**src/rtl/core/ppr_pkg.sv**
```systemverilog
// ============================================================================
// ppr_pkg
// Shared types, widths and constants of the pressure proportional regulator.
// ============================================================================
package ppr_pkg;

    // Field widths
    localparam int CODE_W      = 10;
    localparam int LEVEL_W     = 32;
    localparam int GAIN_W      = 16;
    localparam int SPEED_W     = 16;
    localparam int PWM_W       = 8;
    localparam int CFG_INDEX_W = 4;
    localparam int CFG_DATA_W  = 32;

    // Shared multiplier: 33-bit signed by 17-bit signed
    localparam int MUL_A_W = LEVEL_W + 1;
    localparam int MUL_B_W = GAIN_W + 1;
    localparam int PROD_W  = MUL_A_W + MUL_B_W;

    // Wide accumulator for the pressure sum before saturation
    localparam int ACC_W = 36;

    // Parameter defaults
    localparam int ADC_BITS_DEF    = 10;
    localparam int SAVE_PERIOD_DEF = 10;

    // Constants (Q8.8 speed, Q16.16 pressure)
    localparam logic [SPEED_W-1:0]        SPEED_MAX_Q    = 16'd46080;  // 180.0
    localparam logic [PWM_W-1:0]          PWM_OFFSET     = 8'd75;
    localparam logic signed [LEVEL_W-1:0] DEAD_ZONE_LOW  = -32'sd327;  // -0.005
    localparam logic signed [LEVEL_W-1:0] REACHED_WINDOW = 32'sd655;   // 0.01
    localparam logic [GAIN_W-1:0]         SPEED_GAIN_RST = 16'd256;    // 1.0
    localparam logic [GAIN_W-1:0]         VALVE_GAIN_RST = 16'd2560;   // 10.0

    typedef enum logic [CFG_INDEX_W-1:0] {
        REG_TARGET_LEVEL = 4'd0,
        REG_SPEED_GAIN   = 4'd1,
        REG_VALVE_GAIN   = 4'd2,
        REG_DUAL_MODE    = 4'd3,
        REG_UPPER_SCALE  = 4'd4,
        REG_UPPER_BASE   = 4'd5,
        REG_LOWER_SCALE  = 4'd6,
        REG_LOWER_BASE   = 4'd7
    } cfg_index_t;

    typedef enum logic [3:0] {
        ST_IDLE,
        ST_MUL_U,
        ST_MUL_L,
        ST_DIFF,
        ST_MEAS,
        ST_ERR,
        ST_MAG,
        ST_MUL_V,
        ST_MUL_S,
        ST_SPEED,
        ST_DONE
    } state_t;

    typedef struct packed {
        logic [CODE_W-1:0] upper_code;
        logic [CODE_W-1:0] lower_code;
    } in_item_t;

    typedef struct packed {
        logic signed [LEVEL_W-1:0] measured_level;
        logic signed [LEVEL_W-1:0] level_error;
        logic [SPEED_W-1:0]        speed_now;
        logic [PWM_W-1:0]          pwm_duty;
        logic signed [LEVEL_W-1:0] valve_delta;
        logic                      reached_pulse;
        logic                      save_pulse;
    } out_item_t;

    typedef struct packed {
        logic                      en;
        logic signed [MUL_A_W-1:0] a;
        logic signed [MUL_B_W-1:0] b;
    } mul_op_t;

endpackage

```
**src/rtl/core/ppr_mul.sv**
```systemverilog
// ============================================================================
// ppr_mul
// Shared signed multiplier with registered product.
// ============================================================================
module ppr_mul (
    input  logic                                 aclk,
    input  ppr_pkg::mul_op_t                     op,
    output logic signed [ppr_pkg::PROD_W-1:0]    prod
);
    import ppr_pkg::*;

    logic signed [PROD_W-1:0] prod_reg;
    logic signed [PROD_W-1:0] prod_next;

    assign prod_next = PROD_W'(op.a * op.b);

    // product holds between operations
    always_ff @(posedge aclk) begin
        if (op.en) begin
            prod_reg <= prod_next;
        end
    end

    assign prod = prod_reg;

endmodule

```
**src/rtl/core/pressure_proportional_regulator_top.sv**
```systemverilog
// ============================================================================
// Pressure proportional regulator
// One control tick per input transaction: both sensor ADC codes come in on
// s_item (s_valid/s_ready), one result transaction leaves on m_item
// (m_valid/m_ready) carrying measured pressure, error, motor speed, PWM duty,
// valve step request, reached flag and save flag.
// Registers are written on the cfg channel (cfg_valid/cfg_ready, cfg_index,
// cfg_data); cfg_ready is always high. Write only while no tick is in flight.
// Writing target_level arms the one-shot reached flag.
// A tick is run by the sequencer, which puts four products through the one
// shared multiplier plus the add/saturate steps between them; the result is
// loaded into the output register when the final step finishes.
// s_ready is high only while the sequencer is idle. The output register
// lets the next tick be accepted while a result still waits; a finished tick
// holds in the final step until the output register is free.
// Reset (aresetn low, synchronous) restores register defaults, clears motor
// speed, the reached arm and the save counter, and drops m_valid.
// ============================================================================
module pressure_proportional_regulator_top #(
    parameter int ADC_BITS    = ppr_pkg::ADC_BITS_DEF,
    parameter int SAVE_PERIOD = ppr_pkg::SAVE_PERIOD_DEF
) (
    input  logic                                 aclk,
    input  logic                                 aresetn,
    // input channel
    input  logic                                 s_valid,
    output logic                                 s_ready,
    input  ppr_pkg::in_item_t                    s_item,
    // result channel
    output logic                                 m_valid,
    input  logic                                 m_ready,
    output ppr_pkg::out_item_t                   m_item,
    // register write channel
    input  logic                                 cfg_valid,
    output logic                                 cfg_ready,
    input  logic [ppr_pkg::CFG_INDEX_W-1:0]      cfg_index,
    input  logic [ppr_pkg::CFG_DATA_W-1:0]       cfg_data
);
    import ppr_pkg::*;

    localparam int unsigned MASK_INT  = (1 << ADC_BITS) - 1;
    localparam logic [CODE_W-1:0] CODE_MASK = CODE_W'(MASK_INT);
    localparam int SAVE_W = $clog2(SAVE_PERIOD + 2);

    // ---------------- configuration registers ----------------
    logic signed [LEVEL_W-1:0] target_level_reg;
    logic [GAIN_W-1:0]         speed_gain_reg;
    logic [GAIN_W-1:0]         valve_gain_reg;
    logic                      dual_mode_reg;
    logic signed [LEVEL_W-1:0] upper_scale_reg;
    logic signed [LEVEL_W-1:0] upper_base_reg;
    logic signed [LEVEL_W-1:0] lower_scale_reg;
    logic signed [LEVEL_W-1:0] lower_base_reg;

    // ---------------- control state ----------------
    state_t                state_reg, state_next;
    logic [SPEED_W-1:0]    speed_reg;
    logic                  armed_reg;
    logic [SAVE_W-1:0]     save_count_reg;
    logic                  m_valid_reg;
    out_item_t             m_item_reg;

    // ---------------- datapath registers ----------------
    logic [CODE_W-1:0]         ucode_reg;
    logic [CODE_W-1:0]         lcode_reg;
    logic signed [ACC_W-1:0]   acc_reg;
    logic signed [LEVEL_W-1:0] meas_reg;
    logic signed [LEVEL_W-1:0] err_reg;
    logic [LEVEL_W-1:0]        mag_reg;
    logic                      neg_reg;
    logic                      reached_reg;
    logic signed [LEVEL_W-1:0] valve_reg;

    // ---------------- shared multiplier ----------------
    mul_op_t                  mul_op;
    logic signed [PROD_W-1:0] prod;

    ppr_mul u_mul (
        .aclk (aclk),
        .op   (mul_op),
        .prod (prod)
    );

    // Q8.24 * code floored to Q16.16: drop 8 LSBs, keep the signed range
    logic signed [ACC_W-1:0] prod_q16;
    assign prod_q16 = $signed(prod[ACC_W+7:8]);

    // ---------------- combinational datapath ----------------
    logic signed [ACC_W-1:0]   diff;
    logic signed [LEVEL_W-1:0] meas_sat;
    logic signed [LEVEL_W-1:0] meas_dz;
    logic signed [LEVEL_W:0]   err_wide;
    logic signed [LEVEL_W-1:0] err_sat;
    logic [LEVEL_W-1:0]        mag_calc;
    logic                      in_window;
    logic                      vsat;
    logic [LEVEL_W-2:0]        vmag;
    logic [LEVEL_W-1:0]        vmag_ext;
    logic [LEVEL_W-1:0]        step;
    logic [LEVEL_W:0]          speed_sum;
    logic [SPEED_W-1:0]        speed_calc;
    logic                      save_hit;
    logic                      out_free;

    always_comb begin
        diff = dual_mode_reg ? (acc_reg - prod_q16) : acc_reg;
        // saturate to 32 bits
        if (diff > ACC_W'(signed'(33'sd2147483647))) begin
            meas_sat = {1'b0, {(LEVEL_W-1){1'b1}}};
        end else if (diff < -(ACC_W'(signed'(33'sd2147483647))) - ACC_W'(1)) begin
            meas_sat = {1'b1, {(LEVEL_W-1){1'b0}}};
        end else begin
            meas_sat = diff[LEVEL_W-1:0];
        end
        // dead zone: just below zero reads as zero
        meas_dz = (meas_sat < 0 && meas_sat >= DEAD_ZONE_LOW) ? '0 : meas_sat;

        err_wide = {target_level_reg[LEVEL_W-1], target_level_reg}
                 - {meas_reg[LEVEL_W-1], meas_reg};
        if (err_wide[LEVEL_W] != err_wide[LEVEL_W-1]) begin
            err_sat = err_wide[LEVEL_W] ? {1'b1, {(LEVEL_W-1){1'b0}}}
                                        : {1'b0, {(LEVEL_W-1){1'b1}}};
        end else begin
            err_sat = err_wide[LEVEL_W-1:0];
        end

        mag_calc  = err_reg[LEVEL_W-1] ? LEVEL_W'(-err_reg) : LEVEL_W'(err_reg);
        in_window = (err_reg >= -REACHED_WINDOW) && (err_reg <= REACHED_WINDOW);

        // valve: (gain * mag) >> 8, capped at 2^31-1
        vsat     = |prod[PROD_W-1:LEVEL_W+7];
        vmag     = vsat ? '1 : prod[LEVEL_W+6:8];
        vmag_ext = {1'b0, vmag};

        // motor: (gain * mag) >> 16
        step      = prod[LEVEL_W+15:16];
        speed_sum = {1'b0, step} + (LEVEL_W+1)'(speed_reg);
        if (neg_reg) begin
            speed_calc = ({{(LEVEL_W-SPEED_W){1'b0}}, speed_reg} >= step)
                       ? SPEED_W'(speed_reg - step[SPEED_W-1:0]) : '0;
        end else begin
            speed_calc = (speed_sum > (LEVEL_W+1)'(SPEED_MAX_Q))
                       ? SPEED_MAX_Q : speed_sum[SPEED_W-1:0];
        end

        save_hit = save_count_reg > SAVE_W'(SAVE_PERIOD);
        out_free = !m_valid_reg || m_ready;
    end

    // ---------------- sequencer ----------------
    always_ff @(posedge aclk) begin
        if (!aresetn) begin
            state_reg <= ST_IDLE;
        end else begin
            state_reg <= state_next;
        end
    end

    always_comb begin
        state_next = state_reg;
        mul_op     = '0;
        unique case (state_reg)
            ST_IDLE: begin
                if (s_valid) state_next = ST_MUL_U;
            end
            ST_MUL_U: begin
                mul_op.en  = 1'b1;
                mul_op.a   = MUL_A_W'(upper_scale_reg);
                mul_op.b   = MUL_B_W'(ucode_reg);
                state_next = ST_MUL_L;
            end
            ST_MUL_L: begin
                mul_op.en  = 1'b1;
                mul_op.a   = MUL_A_W'(lower_scale_reg);
                mul_op.b   = MUL_B_W'(lcode_reg);
                state_next = ST_DIFF;
            end
            ST_DIFF:  state_next = ST_MEAS;
            ST_MEAS:  state_next = ST_ERR;
            ST_ERR:   state_next = ST_MAG;
            ST_MAG:   state_next = ST_MUL_V;
            ST_MUL_V: begin
                mul_op.en  = 1'b1;
                mul_op.a   = MUL_A_W'(mag_reg);
                mul_op.b   = MUL_B_W'(valve_gain_reg);
                state_next = ST_MUL_S;
            end
            ST_MUL_S: begin
                mul_op.en  = 1'b1;
                mul_op.a   = MUL_A_W'(mag_reg);
                mul_op.b   = MUL_B_W'(speed_gain_reg);
                state_next = ST_SPEED;
            end
            ST_SPEED: state_next = ST_DONE;
            ST_DONE: begin
                if (out_free) state_next = ST_IDLE;
            end
            default:  state_next = ST_IDLE;
        endcase
    end

    // ---------------- datapath ----------------
    always_ff @(posedge aclk) begin
        case (state_reg)
            ST_IDLE: begin
                ucode_reg <= s_item.upper_code & CODE_MASK;
                lcode_reg <= s_item.lower_code & CODE_MASK;
            end
            ST_MUL_L: acc_reg  <= prod_q16 + ACC_W'(upper_base_reg);
            ST_DIFF: begin
                if (dual_mode_reg) acc_reg <= acc_reg - ACC_W'(lower_base_reg);
            end
            ST_MEAS:  meas_reg <= meas_dz;
            ST_ERR:   err_reg  <= err_sat;
            ST_MAG: begin
                mag_reg     <= mag_calc;
                neg_reg     <= err_reg[LEVEL_W-1];
                reached_reg <= armed_reg && in_window;
            end
            ST_MUL_S: valve_reg <= neg_reg ? $signed(vmag_ext) : -$signed(vmag_ext);
            default: ;
        endcase
    end

    // ---------------- state kept across ticks, config ----------------
    always_ff @(posedge aclk) begin
        if (!aresetn) begin
            target_level_reg <= '0;
            speed_gain_reg   <= SPEED_GAIN_RST;
            valve_gain_reg   <= VALVE_GAIN_RST;
            dual_mode_reg    <= 1'b0;
            upper_scale_reg  <= '0;
            upper_base_reg   <= '0;
            lower_scale_reg  <= '0;
            lower_base_reg   <= '0;
            speed_reg        <= '0;
            armed_reg        <= 1'b0;
            save_count_reg   <= '0;
        end else begin
            if (state_reg == ST_MAG && in_window) armed_reg <= 1'b0;
            if (state_reg == ST_SPEED) speed_reg <= speed_calc;
            if (state_reg == ST_DONE && out_free) begin
                save_count_reg <= save_hit ? SAVE_W'(1) : SAVE_W'(save_count_reg + 1'b1);
            end
            if (cfg_valid) begin
                unique case (cfg_index)
                    REG_TARGET_LEVEL: begin
                        target_level_reg <= $signed(cfg_data);
                        armed_reg        <= 1'b1;
                    end
                    REG_SPEED_GAIN:  speed_gain_reg  <= cfg_data[GAIN_W-1:0];
                    REG_VALVE_GAIN:  valve_gain_reg  <= cfg_data[GAIN_W-1:0];
                    REG_DUAL_MODE:   dual_mode_reg   <= cfg_data[0];
                    REG_UPPER_SCALE: upper_scale_reg <= $signed(cfg_data);
                    REG_UPPER_BASE:  upper_base_reg  <= $signed(cfg_data);
                    REG_LOWER_SCALE: lower_scale_reg <= $signed(cfg_data);
                    REG_LOWER_BASE:  lower_base_reg  <= $signed(cfg_data);
                    default: ;
                endcase
            end
        end
    end

    // ---------------- output register ----------------
    always_ff @(posedge aclk) begin
        if (!aresetn) begin
            m_valid_reg <= 1'b0;
        end else if (state_reg == ST_DONE && out_free) begin
            m_valid_reg <= 1'b1;
        end else if (m_ready) begin
            m_valid_reg <= 1'b0;
        end
    end

    always_ff @(posedge aclk) begin
        if (state_reg == ST_DONE && out_free) begin
            m_item_reg.measured_level <= meas_reg;
            m_item_reg.level_error    <= err_reg;
            m_item_reg.speed_now      <= speed_reg;
            m_item_reg.pwm_duty       <= (speed_reg != '0)
                                       ? PWM_W'(speed_reg[SPEED_W-1:8] + PWM_OFFSET) : '0;
            m_item_reg.valve_delta    <= valve_reg;
            m_item_reg.reached_pulse  <= reached_reg;
            m_item_reg.save_pulse     <= save_hit;
        end
    end

    assign s_ready   = (state_reg == ST_IDLE);
    assign cfg_ready = 1'b1;
    assign m_valid   = m_valid_reg;
    assign m_item    = m_item_reg;

    // ---------------- assertions ----------------
    a_speed_range: assert property (@(posedge aclk) disable iff (!aresetn)
        speed_reg <= SPEED_MAX_Q)
        else $error("motor speed above limit");

    a_pwm_zero: assert property (@(posedge aclk) disable iff (!aresetn)
        m_valid |-> ((m_item.speed_now == '0) == (m_item.pwm_duty == '0)))
        else $error("pwm duty zero does not track speed zero");

    a_reached_window: assert property (@(posedge aclk) disable iff (!aresetn)
        (m_valid && m_item.reached_pulse) |->
            (m_item.level_error >= -REACHED_WINDOW && m_item.level_error <= REACHED_WINDOW))
        else $error("reached flag outside window");

    a_busy_after_accept: assert property (@(posedge aclk) disable iff (!aresetn)
        (s_valid && s_ready) |=> !s_ready)
        else $error("input taken again while busy");

    a_save_count: assert property (@(posedge aclk) disable iff (!aresetn)
        save_count_reg <= SAVE_W'(SAVE_PERIOD + 1))
        else $error("save counter out of range");

endmodule
```
**config.mk**
```make
export PLATFORM = sky130hd
export DESIGN_NAME = pressure_proportional_regulator_top
export DESIGN_NICKNAME = d
export VERILOG_FILES = /design/src/rtl/core/ppr_pkg.sv /design/src/rtl/core/ppr_mul.sv /design/src/rtl/core/pressure_proportional_regulator_top.sv
export SDC_FILE = /design/constraint.sdc
export NUM_CORES = 2
export LEC_CHECK = 0
export BUFFER_PORTS_ARGS = -buffer_cell sky130_fd_sc_hd__buf_2
export CAP_MARGIN = 10
export CORE_MARGIN = 1.5
export CORE_UTILIZATION = 56
export CTS_BUF_LIST = sky130_fd_sc_hd__clkbuf_8
export DETAILED_ROUTE_END_ITERATION = 6
export PLACE_DENSITY = 0.8
export SLEW_MARGIN = 20
export SYNTH_ARGS = -nofsm -noshare
export SYNTH_HDL_FRONTEND = slang
export SYNTH_HIERARCHICAL = 1
export SYNTH_SLANG_ARGS = --single-unit
```
**constraint.sdc**
```tcl
create_clock -name aclk -period 10.6 [get_ports aclk]
set_input_delay 0 -clock aclk [delete_from_list [all_inputs] [get_ports aclk]]
set_output_delay 0 -clock aclk [all_outputs]
set_load 0.02 [all_outputs]
```
* After elaboration in Yosys (flattened, before gate mapping)
Index checks and enable logic that the tools add are counted.
** Operators by class
- Equality and inequality tests :: 21
- Muxes and demuxes :: 23
- Multiply operators :: 1
- Add/sub/neg operators :: 10
- Order comparisons :: 9
- Reductions and logical operators :: 23
** Operators by type and width (number)
- $pmux 51 s4 :: 1
- $mux 32 :: 4
- $mux 31 :: 3
- $mux 36 :: 2
- $pmux 36 s2 :: 1
- $mul 33x17->50 :: 1
- $mux 16 :: 3
- $pmux 4 s11 :: 1
- $add 36x32->36 :: 1
- $gt 36x32->1 const B :: 1
- $lt 36x32->1 const B :: 1
- $sub 36x32->36 :: 1
- $sub 36x36->36 :: 1
- $add 32x16->33 :: 1
- $gt 33x16->1 const B :: 1
- $sub 32x32->33 :: 1
- $eq 4x3->1 const B :: 8
- $ge 16x32->1 :: 1
- $ge 32x10->1 const B :: 1
- $ge 32x11->1 const B :: 1
- $le 32x11->1 const B :: 1
- $lt 32x1->1 const B :: 1
- $neg 31->32 :: 1
- $neg 32->32 :: 1
- other kinds (19) :: 48
** Storage, ports and cells
- Input bits :: 61
- Register bits :: 577
- Output and inout bits :: 125
- Word-level logic and storage cells :: 119

* Depth between registers and ports, before layout
- Word-level depth :: 7
- Mapped depth :: 32
- Depth with buffers taken out :: 28

* Cells and area by module
Netlist, hierarchy kept.
** By module, submodules not included
- pressure_proportional_regulator_top :: seq. area each 13633.1 sq um, times used 1, cells an instance 3501, area an instance 31966.9 sq um
- ppr_mul :: seq. area each 1501.4 sq um, times used 1, cells an instance 2187, area an instance 20736.1 sq um

* Least setup slack after synthesis
OpenSTA, ideal clock, no wires.
- Path kind :: register -> register
- From :: register state_reg[1]
- To :: register u_mul.prod_reg[49] (netlist: u_mul/prod[49]), data pin
- Setup time :: 0.272 ns
- Slack :: 1.961 ns
- Cell stages (with the launch flop) :: 28
- Arrival :: 8.367 ns
- Buffers on the path :: 4
- Cell sequence :: dfxtp_1 -> clkbuf_1 -> nor3_1 -> clkbuf_1 -> a22oi_1 -> nand2_1 -> clkbuf_1 -> nand2_1 -> fa_1 -> inv_1 -> fa_1 -> fa_1 -> fa_1 -> fa_1 -> inv_1 -> fa_1 -> inv_1 -> ha_1 -> buf_6 -> a21oi_2 -> o21ai_1 -> or3_4 -> or3_1 -> o221ai_2 -> o31a_4 -> o21ai_4 -> a2111oi_4 -> a311oi_1
** RTL lines
- from (decl) :: line pressure_proportional_regulator_top.sv:56 : state_t state_reg, state_next;
- from (signal assigned) :: line pressure_proportional_regulator_top.sv:155 : state_reg <= state_next;
- to (signal assigned) :: line ppr_mul.sv:20 : prod_reg <= prod_next;
- to (decl) :: line ppr_mul.sv:12 : logic signed [PROD_W-1:0] prod_reg;

==> results.toml <==
[timing]
worst_pin_slew_ns = 1.15
finalSetupViolCount = 0
hold_viol_final = 0
maxSlewViolCount = 0
fmax_mhz = 107
setup_tns_ns = 0
min_period_over_period_pct = 88.3
slew-limit-headroom_pct = 23.0
skew_ns = 0.0336
fin_crit_ns = 9.36
rsz0062_at_grt = "false"

[final_layout]
drive_gt1_share_pct = 8.61
largest_reg_flops = 122
multiInputGateArea_um2 = 33800
fillCellCount = 7794
syn_to_final_growth_pct = 9.27
fin_nets = 6717
fin_util_pct = 61.6
regArea_um2 = 14900

[clock_tree]
postCtsSetupRepairBufs = 0
cts_tree = "built"
clk_pin_slew_worst_paths_ns = 0.07
cts_sinks = 569
cts_root_buffer = "clkbuf_8"
postCtsHoldBufs = 83
htree_levels = 3
clk_latency_ns = 0.75
cts.path.max_buffers = 3
cts_resized = 0
cts_buffers = 97

[place]
portBuffers = 184
dp_hpwl_mm = 124
place_congestion = 0.990

[floorplan]
initial_core_util_pct = 56.3
core_um2 = 93000
row_count = 112
num_io_pins = 186
die_w_um = 309
die_y_um = 309
die_area_um2 = 95500

[critical_path]
worstPathArrival_ns = 9.85
path_class = "flop to flop"
path_max_fanout = 34
worstSetupStartpointType = "flop"
reg2reg_slack_ns = 1.24
reg2regPathDepth = 27
endpoint_kind = "flop"
cp_data_required_time_ns = 11.08

[yosys]
yosysWarnings = 6
synthesis.area_um2 = 52400
synthCells = 5674
syn_avg_cell_area_um2 = 9.24

[pwr]
p_per_area_nw_per_um2 = 181
p_leak_nw = 24.9
ir_worst_vdd_mv = 0.170

[flow_run]
cap_violations = 0

[detailed_routing]
avgViaCountPerCell = 6.08
ant_nets = 0
drt-initial-drc-count = 5066
drt_wl_total_mm = 167
drcViolationCount = 16
routed-via-count = 43600
wl_per_cell_um = 23.3
dr.pass1.iters = 7

[grt]
antenna_found_initial = 6
grt_max_degree = 91
grt_pass1_wl_mm = 251
grt_overflow = 0
grt_pass1_vias = 42400
grt_util_all_layers_pct = 34.7

[worst_hold_path]
hold_path_class = "input pin to flop"
hold_depth = 4

[outcome]
violations = "DRC"
outcome = "finished, violations left"
[cell usage in the layout (no fill, tap or decap), types with 114 or more instances in the layout]
cell type,n
a21boi_0,196
a21oi_1,246
and2_1,247
buf_2,183
clkbuf_8,114
dfxtp_1,218
edfxtp_1,350
fa_1,542
ha_1,293
inv_1,751
nand2_1,869
nor2_1,228
o21ai_0,181
xnor2_1,157
[through the flow]
step	power (W)	instances	area, µm²	setup WS, ns	hold slack [ns]
4_1_cts	0.0103	7156	57300	1.46	0.166
3_5_place_dp	0.00809	6893	54300	1.50	0.178
6_report	0.0104	7162	57300	1.24	0.219
3_3_place_gp	0.00802	6893	54300	1.63	0.177
2_1_floorplan	0.00654	5681	52500	1.96	0.0989
5_1_grt	0.0109	7157	57300	0.956	0.212
[power breakdown]
| part | total [W] | internal [W] | switching (W) |
|---|---|---|---|
| Clock | 0.00216 | 0.00118 | 0.000974 |
| Sequential | 0.00319 | 0.00277 | 0.000425 |
| Combinational | 0.00505 | 0.00171 | 0.00334 |
[metal layers]
layer / wire, µm / vias up / track usage, %
met1: 65600 / 21100 / 45.9
met4: 9880 / 2 / 17.7
met2: 72600 / 2588 / 53.1
met3: 18600 / 495 / 8.59
li1: - / 19400 / -
met5: 13 / - / 0
[worst max-delay path: stages (launching register included)]
cell and delay, ns:
dfxtp_1 0.65, nand2b_1 0.33, nor2_1 0.09, buf_4 0.21
or2_2 0.65, a222oi_1 0.90, inv_1 0.61, nand2_1 0.24
fa_1 0.45, inv_1 0.10, fa_1 0.39, inv_1 0.09
fa_1 0.41, inv_1 0.09, fa_1 0.46, fa_1 0.57
inv_1 0.06, fa_1 0.53, inv_1 0.04, ha_1 0.46
and3_1 0.25, and4_1 0.22, and3_1 0.23, nor3b_1 0.31
a221oi_2 0.12, o21ai_1 0.31, a221oi_1 0.15, xnor2_1 0.15
[final timing paths]
kind                                    from             endpoint
worst max-delay path            state_reg[3]       u_mul/prod[48]
worst min-delay path            cfg_data[26]  upper_scale_reg[26]
worst min register to register  valve_reg[2]            m_item[4]
worst max register to register  state_reg[3]       u_mul/prod[48]
[cell type report]
class	count	share of cell area, %
clock buffers	114	2.74
flip-flops and latches	569	26.0
inverters	729	4.78
clock inverters	66	0.924
repair buffers	320	3.76
multi-input cells	4104	59.0
well taps	1254	2.74
diodes	6	0.0262
Note: power is estimated with default switching activity, not from simulation.
